### src/rtl/assert_macros.svh
// assertion macros included by the rtl top level
`ifndef ASSERT_MACROS_SVH
`define ASSERT_MACROS_SVH

// clocked check, switched off while reset is held
`define ASSERT_CLK(label, prop, msg) \
  label: assert property (@(posedge clk) disable iff (!rst_n) prop) else $error(msg);

// clocked check that also runs during reset
`define ASSERT_RST(label, prop, msg) \
  label: assert property (@(posedge clk) prop) else $error(msg);

`endif

### src/rtl/e2dy_pkg.sv
// shared constants and helpers of the epoch to decimal year unit
package e2dy_pkg;

  // default input time width and quotient bits resolved per divider stage
  localparam int E2DY_TIME_BITS = 36;
  localparam int E2DY_DIV_STEPS = 4;

  // field widths
  localparam int DIGITS_W = 4;
  localparam int OFFSET_W = 17;
  localparam int YEAR_W   = 13;
  localparam int FRAC_W   = 30;
  localparam int OUT_W    = 48;
  localparam int CFG_IDX_W = 1;

  // configuration register indexes
  localparam logic [CFG_IDX_W-1:0] CFG_FRACTION_DIGITS = 1'd0;
  localparam logic [CFG_IDX_W-1:0] CFG_UTC_OFFSET      = 1'd1;

  localparam logic [DIGITS_W-1:0] FRAC_DIGITS_RESET = 4'd2;

  // seconds from 1600-01-01 to 1970-01-01
  localparam logic [63:0] BASE_1600_SECS = 64'd11676096000;

  localparam logic [16:0] SECS_PER_DAY   = 17'd86400;
  localparam logic [17:0] DAYS_PER_CYCLE = 18'd146097;
  localparam logic [10:0] DAYS_PER_QUAD  = 11'd1461;
  localparam logic [24:0] SECS_LEAP_YEAR   = 25'd31622400;
  localparam logic [24:0] SECS_COMMON_YEAR = 25'd31536000;
  localparam logic [YEAR_W-1:0] CYCLE_BASE_YEAR = 13'd1600;
  localparam logic [YEAR_W-1:0] YEARS_PER_CYCLE = 13'd400;
  localparam logic [29:0] FRAC_LIMIT = 30'd1000000000;

  // first day of each century inside a 400-year cycle (the first one is 36525 days)
  localparam logic [17:0] CENT1_DAY = 18'd36525;
  localparam logic [17:0] CENT2_DAY = 18'd73049;
  localparam logic [17:0] CENT3_DAY = 18'd109573;

  // first day of each year inside a four-year group that opens with a leap year
  localparam logic [10:0] QYEAR1_DAY = 11'd366;
  localparam logic [10:0] QYEAR2_DAY = 11'd731;
  localparam logic [10:0] QYEAR3_DAY = 11'd1096;

  // ten to the given digit count, counts above nine saturate
  function automatic logic [FRAC_W-1:0] pow10(input logic [DIGITS_W-1:0] d);
    logic [FRAC_W-1:0] p;
    case (d)
      4'd0:    p = 30'd1;
      4'd1:    p = 30'd10;
      4'd2:    p = 30'd100;
      4'd3:    p = 30'd1000;
      4'd4:    p = 30'd10000;
      4'd5:    p = 30'd100000;
      4'd6:    p = 30'd1000000;
      4'd7:    p = 30'd10000000;
      4'd8:    p = 30'd100000000;
      default: p = 30'd1000000000;
    endcase
    return p;
  endfunction

endpackage

### src/rtl/e2dy_div.sv
// pipelined restoring divider, a few quotient bits per stage, with tag sideband
module e2dy_div
  import e2dy_pkg::*;
#(
  parameter int NUM_W = 16,
  parameter int DEN_W = 11,
  parameter int TAG_W = 1,
  parameter int STEPS = E2DY_DIV_STEPS
) (
  input  logic             clk,
  input  logic             rst_n,
  input  logic             en,
  input  logic             vld_i,
  input  logic [NUM_W-1:0] num_i,
  input  logic [DEN_W-1:0] den_i,
  input  logic [TAG_W-1:0] tag_i,
  output logic             vld_o,
  output logic [NUM_W-1:0] quo_o,
  output logic [DEN_W-1:0] rem_o,
  output logic [TAG_W-1:0] tag_o
);

  localparam int NSTG  = (NUM_W + STEPS - 1) / STEPS;
  localparam int WRK_W = NSTG * STEPS;

  logic             vld_r [NSTG];
  logic [DEN_W-1:0] rem_r [NSTG];
  logic [DEN_W-1:0] den_r [NSTG];
  logic [WRK_W-1:0] wrk_r [NSTG];
  logic [TAG_W-1:0] tag_r [NSTG];

  for (genvar k = 0; k < NSTG; k++) begin : g_stg
    logic             stg_vld;
    logic [DEN_W-1:0] stg_rem;
    logic [DEN_W-1:0] stg_den;
    logic [WRK_W-1:0] stg_wrk;
    logic [TAG_W-1:0] stg_tag;
    logic [DEN_W-1:0] rem_nxt;
    logic [WRK_W-1:0] wrk_nxt;

    if (k == 0) begin : g_head
      assign stg_vld = vld_i;
      assign stg_rem = '0;
      assign stg_den = den_i;
      assign stg_wrk = WRK_W'(num_i);
      assign stg_tag = tag_i;
    end else begin : g_body
      assign stg_vld = vld_r[k-1];
      assign stg_rem = rem_r[k-1];
      assign stg_den = den_r[k-1];
      assign stg_wrk = wrk_r[k-1];
      assign stg_tag = tag_r[k-1];
    end

    // dividend bits leave at the top, quotient bits enter at the bottom
    always_comb begin
      logic [DEN_W:0]   part;
      logic [DEN_W-1:0] rem_v;
      logic [WRK_W-1:0] wrk_v;
      rem_v = stg_rem;
      wrk_v = stg_wrk;
      for (int b = 0; b < STEPS; b++) begin
        part  = {rem_v, wrk_v[WRK_W-1]};
        wrk_v = {wrk_v[WRK_W-2:0], 1'b0};
        if (part >= {1'b0, stg_den}) begin
          part     = part - {1'b0, stg_den};
          wrk_v[0] = 1'b1;
        end
        rem_v = part[DEN_W-1:0];
      end
      rem_nxt = rem_v;
      wrk_nxt = wrk_v;
    end

    always_ff @(posedge clk) begin
      if (!rst_n) begin
        vld_r[k] <= 1'b0;
      end else if (en) begin
        vld_r[k] <= stg_vld;
      end
    end

    always_ff @(posedge clk) begin
      if (en) begin
        rem_r[k] <= rem_nxt;
        den_r[k] <= stg_den;
        wrk_r[k] <= wrk_nxt;
        tag_r[k] <= stg_tag;
      end
    end
  end

  assign vld_o = vld_r[NSTG-1];
  assign quo_o = wrk_r[NSTG-1][NUM_W-1:0];
  assign rem_o = rem_r[NSTG-1];
  assign tag_o = tag_r[NSTG-1];

endmodule

### config.mk
export PLATFORM = sky130hd
export DESIGN_NAME = e2dy_div
export DESIGN_NICKNAME = d
export VERILOG_FILES = /design/src/rtl/assert_macros.svh /design/src/rtl/e2dy_pkg.sv /design/src/rtl/e2dy_div.sv
export SDC_FILE = /design/constraint.sdc
export NUM_CORES = 1
export LEC_CHECK = 0
export CORE_MARGIN = 4
export CORE_UTILIZATION = 39
export CTS_BUF_LIST = sky130_fd_sc_hd__clkbuf_4
export CTS_CLUSTER_SIZE = 24
export DETAILED_ROUTE_END_ITERATION = 10
export DONT_BUFFER_PORTS = 1
export PLACE_DENSITY = 0.55
export REMOVE_ABC_BUFFERS = 1
export SYNTH_ARGS = -nofsm -noshare
export SYNTH_HDL_FRONTEND = slang
export SYNTH_SLANG_ARGS = --single-unit
export TNS_END_PERCENT = 50
### constraint.sdc
create_clock -name clk -period 13.4 [get_ports clk]
set_clock_uncertainty 0.05 [all_clocks]
set_input_delay 2.01 -clock clk [delete_from_list [all_inputs] [get_ports clk]]
set_output_delay 2.01 -clock clk [all_outputs]
set_load 0.005 [all_outputs]
==> flow_summary.toml, run 1 <==
[sta]
min_period_ps = 10830
relSlewSlack = 0.392
min_period_over_period = 0.808
slew_violations = 0
rsz0062_at_grt = "false"
max_freq_ghz = 0.0924
tns_ps = 0
hold_viol = 0
tightest_slew_ps = 911
setup_viol = 0

[logic_synthesis]
yosysTopAreaCell = "edfxtp_1"
ys_warn_count = 0
syn_area_mm2 = 0.0141
ys.flop_type = "edfxtp_1"
yosysSeqAreaShare = 0.317
postSynthCellCount = 1500
synth-seq-cells = 149
synth_top_area_share = 0.316
synth.area.top_cells = "edfxtp_1 32%, ha_1 15%, mux2_2 4.5%"
ys_types = 79
synthArstFlopShare = 0
avgSynthCellArea_um2 = 9.38
synth_edf_count = 148

[clocking]
cts-root-buf = "clkbuf_4"
cts_resized = 0
post-cts-setup-buffers = 0
clock_latency_ps = 610
clk_pin_slew_ps = 160
cts_max_level = 4
clockBufferDepth = 2
cts_tree = "built"
clock-sinks = 149
cts_buffers = 17
cts_hold_buf = 0

[routing]
wl_per_cell_um = 18.7
initialDrtViolationCount = 789
postRouteAntennaNets = 0
drtPass1Iterations = 8
finalWirelength_mm = 37.1
drc_errors = 0
vias = 11300
via_per_inst = 5.72

[setup_path]
cp_common_cell = "o21ai_0"
path_buf_inv = 2
startpoint_type = "register"
cp-end-kind = "register"
crit_type = "register to register"
critical_path.top_delay_family = "compound AO/OA/AOI/OAI gates"
critical_path.max_stage_delay_ps = 660
path_max_fanout = 16
cp.arrival_ps = 11150
cp_data_required_time_ps = 13720
worst_path_max_delay_cell = "or4b_4"

[placed_design]
hpwl_mm = 29.3
port_buffers = 0
place_congestion = 0.891

[global_routing]
grt_max_degree = 151
groute.usage.overall = 0.189
grt_pass1_wl_mm = 59.5
grt-ovfl-total = 0
grt_pass1_vias = 11000
antenna_found_initial = 1

[floorplanning]
start_util = 0.396
core_area_mm2 = 0.0356
num_io_pins = 61
row_count = 69
die_w_um = 198
die_h_um = 198
dieArea_mm2 = 0.0392

[final_layout]
mostFrequentLayoutCells = "167 x ha_1, 148 x edfxtp_1, 140 x inv_1, 116 x nor2_1, 99 x a21oi_1"
area_growth_pct = 6.29
drive_gt1_frac = 0.0810
layout.nets = 1719
layout_commonest_cell = "ha_1"

[outcome]
outcome = "finished clean"

[run]
maxCapViolCount = 0

[worst_hold_path]
hold_class = "register to register"
==> final cells by class <==
cell class	instances	area [um^2]
Fill cell	3506	20600
Timing Repair Buffer	9	67.6
Sequential cell	149	4460
Clock buffer	17	128
Clock inverter	15	199
Antenna cell	1	2.50
Tap cell	461	577
Multi-Input combinational cell	1184	8970
Inverter	144	548
==> metrics by stage <==
step,hold WS (ps),instances,util,setup WS [ps],instance area (um^2)
5_1_grt,395,1980,0.421,1830,15000
3_5_place_dp,355,1947,0.411,2700,14600
2_1_floorplan,350,1477,-,2890,14000
6_report,378,1980,0.421,2570,15000
4_1_cts,380,1979,0.420,2640,15000
3_3_place_gp,351,1947,0.411,2600,14600
==> cell usage after synthesis (all sizes together) (17+ instances only) <==
| cell | instances |
|---|---|
| mux2 | 56 |
| nand2 | 73 |
| edfxtp | 148 |
| mux2i | 27 |
| nand3 | 37 |
| a21oi | 99 |
| xnor2 | 60 |
| a21o | 34 |
| ha | 167 |
| nor2 | 116 |
| nand4 | 30 |
| a211oi | 18 |
| o21a | 19 |
| o221ai | 19 |
| o21ai | 88 |
| inv | 143 |
| xor2 | 37 |
| nand2b | 25 |
| clkbuf | 17 |
| nor3 | 38 |
| nor2b | 29 |
==> worst reg2reg max path, delay by kind of cell (launching register included) <==
| kind | cells | cell delay, ps |
|---|---|---|
| AOI/OAI and AO/OA | 17 | 5170 |
| and+or+nand+nor | 10 | 2480 |
| adders and majority gates | 5 | 1790 |
| DFF | 1 | 590 |
| buffers and inverters | 2 | 350 |
| muxes | 1 | 210 |
==> layer usage <==
metal,GRT usage,vias to the layer above,share of wire
li1,-,5640,-
met1,0.255,5397,0.47
met2,0.314,246,0.47
met3,0.0334,51,0.039
met4,0.0538,0,0.022
met5,0,-,0
==> cell families (layout without fill, tap and decap cells) <==
logic type | after synthesis | in the layout | synth area share
buf+inv | 167 | 185 | 0.0461
simple gates | 420 | 420 | 0.152
compound gates | 402 | 402 | 0.191
mux | 83 | 83 | 0.0640
flops | 149 | 149 | 0.317
fa+ha+maj | 182 | 182 | 0.170
xor+xnor | 97 | 97 | 0.0604
other cells | 0 | 1 | 0
==> path summary, 6_finish.rpt <==
check,from,endpoint,slack (ps),cells after the start
setup / recovery,den_r[1][0]$_DFFE_PP_,rem_r[2][9]$_DFFE_PP_,2570,35
hold / removal,wrk_r[1][8]$_DFFE_PP_,wrk_r[2][12]$_DFFE_PP_,380,0
setup reg to reg,den_r[1][0]$_DFFE_PP_,rem_r[2][9]$_DFFE_PP_,2570,35
hold reg to reg,wrk_r[1][8]$_DFFE_PP_,wrk_r[2][12]$_DFFE_PP_,380,0
==> flip-flops by register name (all words and copies together) (netlist names) <==
| signal | count |
|---|---|
| wrk_r | 64 |
| den_r | 33 |
| rem_r | 44 |
| vld_r | 4 |
| tag_r | 4 |
Power of run 1 is not shown: default switching activity piles up to over one toggle a cycle in this logic, so the estimate is an artifact.
==> run 2, diff against run 1 <==
--- a/config.mk
+++ b/config.mk
@@ -11,7 +11,7 @@
 export CTS_CLUSTER_SIZE = 24
 export DETAILED_ROUTE_END_ITERATION = 10
 export DONT_BUFFER_PORTS = 1
-export PLACE_DENSITY = 0.55
+export PLACE_DENSITY = 0.57
 export REMOVE_ABC_BUFFERS = 1
 export SYNTH_ARGS = -nofsm -noshare
 export SYNTH_HDL_FRONTEND = slang
==> constraint.sdc (replaced) <==
create_clock -name clk -period 9.5 [get_ports clk]
set_clock_uncertainty 0.05 [all_clocks]
set_input_delay 1.425 -clock clk [delete_from_list [all_inputs] [get_ports clk]]
set_output_delay 1.425 -clock clk [all_outputs]
set_load 0.005 [all_outputs]
==> flow_summary.toml, run 2 (synthesis gave the netlist of run 1 again) <==
[floorplanning]
row_count = 69
dieArea_mm2 = 0.0392
core_area_mm2 = 0.0356
die_w_um = 198
num_io_pins = 61
die_h_um = 198
start_util = 0.396

[clocking]
cts_max_level = 4
clock_latency_ps = 600
cts_buffers = 17
cts-root-buf = "clkbuf_4"
cts_tree = "built"
clk_pin_slew_ps = 170
clock-sinks = 149
clockBufferDepth = 2

[final_layout]
reg_top3 = "wrk_r x64, rem_r x44, den_r x33"
area_growth_pct = 10.1
drive_gt1_frac = 0.125
layout.nets = 1778
layout_commonest_cell = "ha_1"
largest_reg_flops = 64
mostFrequentLayoutCells = "167 x ha_1, 148 x edfxtp_1, 138 x inv_1, 114 x nor2_1, 99 x a21oi_1"
num-fill-cells = 3479
largest-register = "wrk_r"

[global_routing]
groute.usage.overall = 0.186
grt_pass1_wl_mm = 58.4
grt_pass1_vias = 10900
grt_max_degree = 151
antenna_found_initial = 1
grt-ovfl-total = 0

[worst_hold_path]
hold_class = "register to register"

[sta]
hold_viol = 0
setup_ws_ps = 460
min_period_over_period = 0.952
min_period_ps = 9040
setup_viol = 0
tightest_slew_ps = 729
relSlewSlack = 0.501
slew_violations = 0
max_freq_ghz = 0.111

[setup_path]
path_max_fanout = 10
worst_path_max_delay_cell = "or4_1"
cp_common_cell = "ha_1"
cp-end-kind = "register"
cp.arrival_ps = 9370
critical_path.max_stage_delay_ps = 540
startpoint_type = "register"
cp_data_required_time_ps = 9830
crit_type = "register to register"

[placed_design]
preCtsSetupSlack_ps = -101
place_congestion = 0.912
port_buffers = 0
hpwl_mm = 29.6

[run]
maxCapViolCount = 0

[routing]
finalWirelength_mm = 37.0
initialDrtViolationCount = 735
drc_errors = 0
wl_per_cell_um = 18.2
via_per_inst = 5.64
postRouteAntennaNets = 0
vias = 11500
drtPass1Iterations = 5

[outcome]
outcome = "finished clean"
run 2: cell types whose count changed in the layout (fill, tap and decap cells not counted), moves of 4 or more:
cell	delta
inv_8	+4
buf_4	+55
o21ai_0	-4
clkinv_8	-4
buf_12	+4
o21ai_1	+4
run 2: worst paths after layout:
kind	from	to	slack, ps	cells past startpoint
worst max register to register	wrk_r[1][15]$_DFFE_PP_	rem_r[2][7]$_DFFE_PP_	460	36
worst min-delay path	wrk_r[1][8]$_DFFE_PP_	wrk_r[2][12]$_DFFE_PP_	370	0
worst min register to register	wrk_r[1][8]$_DFFE_PP_	wrk_r[2][12]$_DFFE_PP_	370	0
worst max-delay path	wrk_r[1][15]$_DFFE_PP_	rem_r[2][7]$_DFFE_PP_	460	36
run 2: repair_timing:
| item | 4_1_cts | 5_1_grt |
|---|---|---|
| pin swaps | 0 | 2 |
| resized for setup | 1 | 24 |
| hold buffers | 0 | 0 |
| buffers inserted | 0 | 6 |
| endpoints found under the setup margin | 11 | 36 |
run 2: layout make-up:
class	count	area, um^2	area share
antenna	1	2.50	0.000161
clock buffer	17	128	0.00824
clock inverter	15	171	0.0111
inverter	144	548	0.0354
multi-input combinational	1184	9040	0.584
sequential	149	4460	0.288
tap	461	577	0.0372
timing repair buffer	68	561	0.0362
run 2: worst max-delay path: cells and delay by family, from the launching register on:
family / cells / cell delay [ps]
AOI/OAI and AO/OA: 12 / 2160
adders and majority gates: 5 / 1260
buffers and inverters: 6 / 920
DFF: 1 / 440
muxes: 3 / 1060
and+or+nand+nor: 10 / 2930
run 2: routing by layer:
layer,routed length [um],GRT usage,vias up
met3,1370,0.0259,33
met5,0,0,-
met1,17700,0.260,5464
met2,17500,0.309,243
li1,-,-,5765
met4,529,0.0403,0
run 2: through the flow:
stage	util	hold WS [ps]	instances	setup TNS, ps	instance area (um^2)
after floorplan	-	350	1477	-4750	14000
after global placement	0.423	350	2000	-42.8	15100
after detailed placement	0.423	355	2000	-692	15100
after CTS	0.432	378	2032	0	15400
after global routing	0.436	388	2039	-65.5	15500
final	0.436	371	2039	0	15500
Power of run 2 is left out for the same reason.
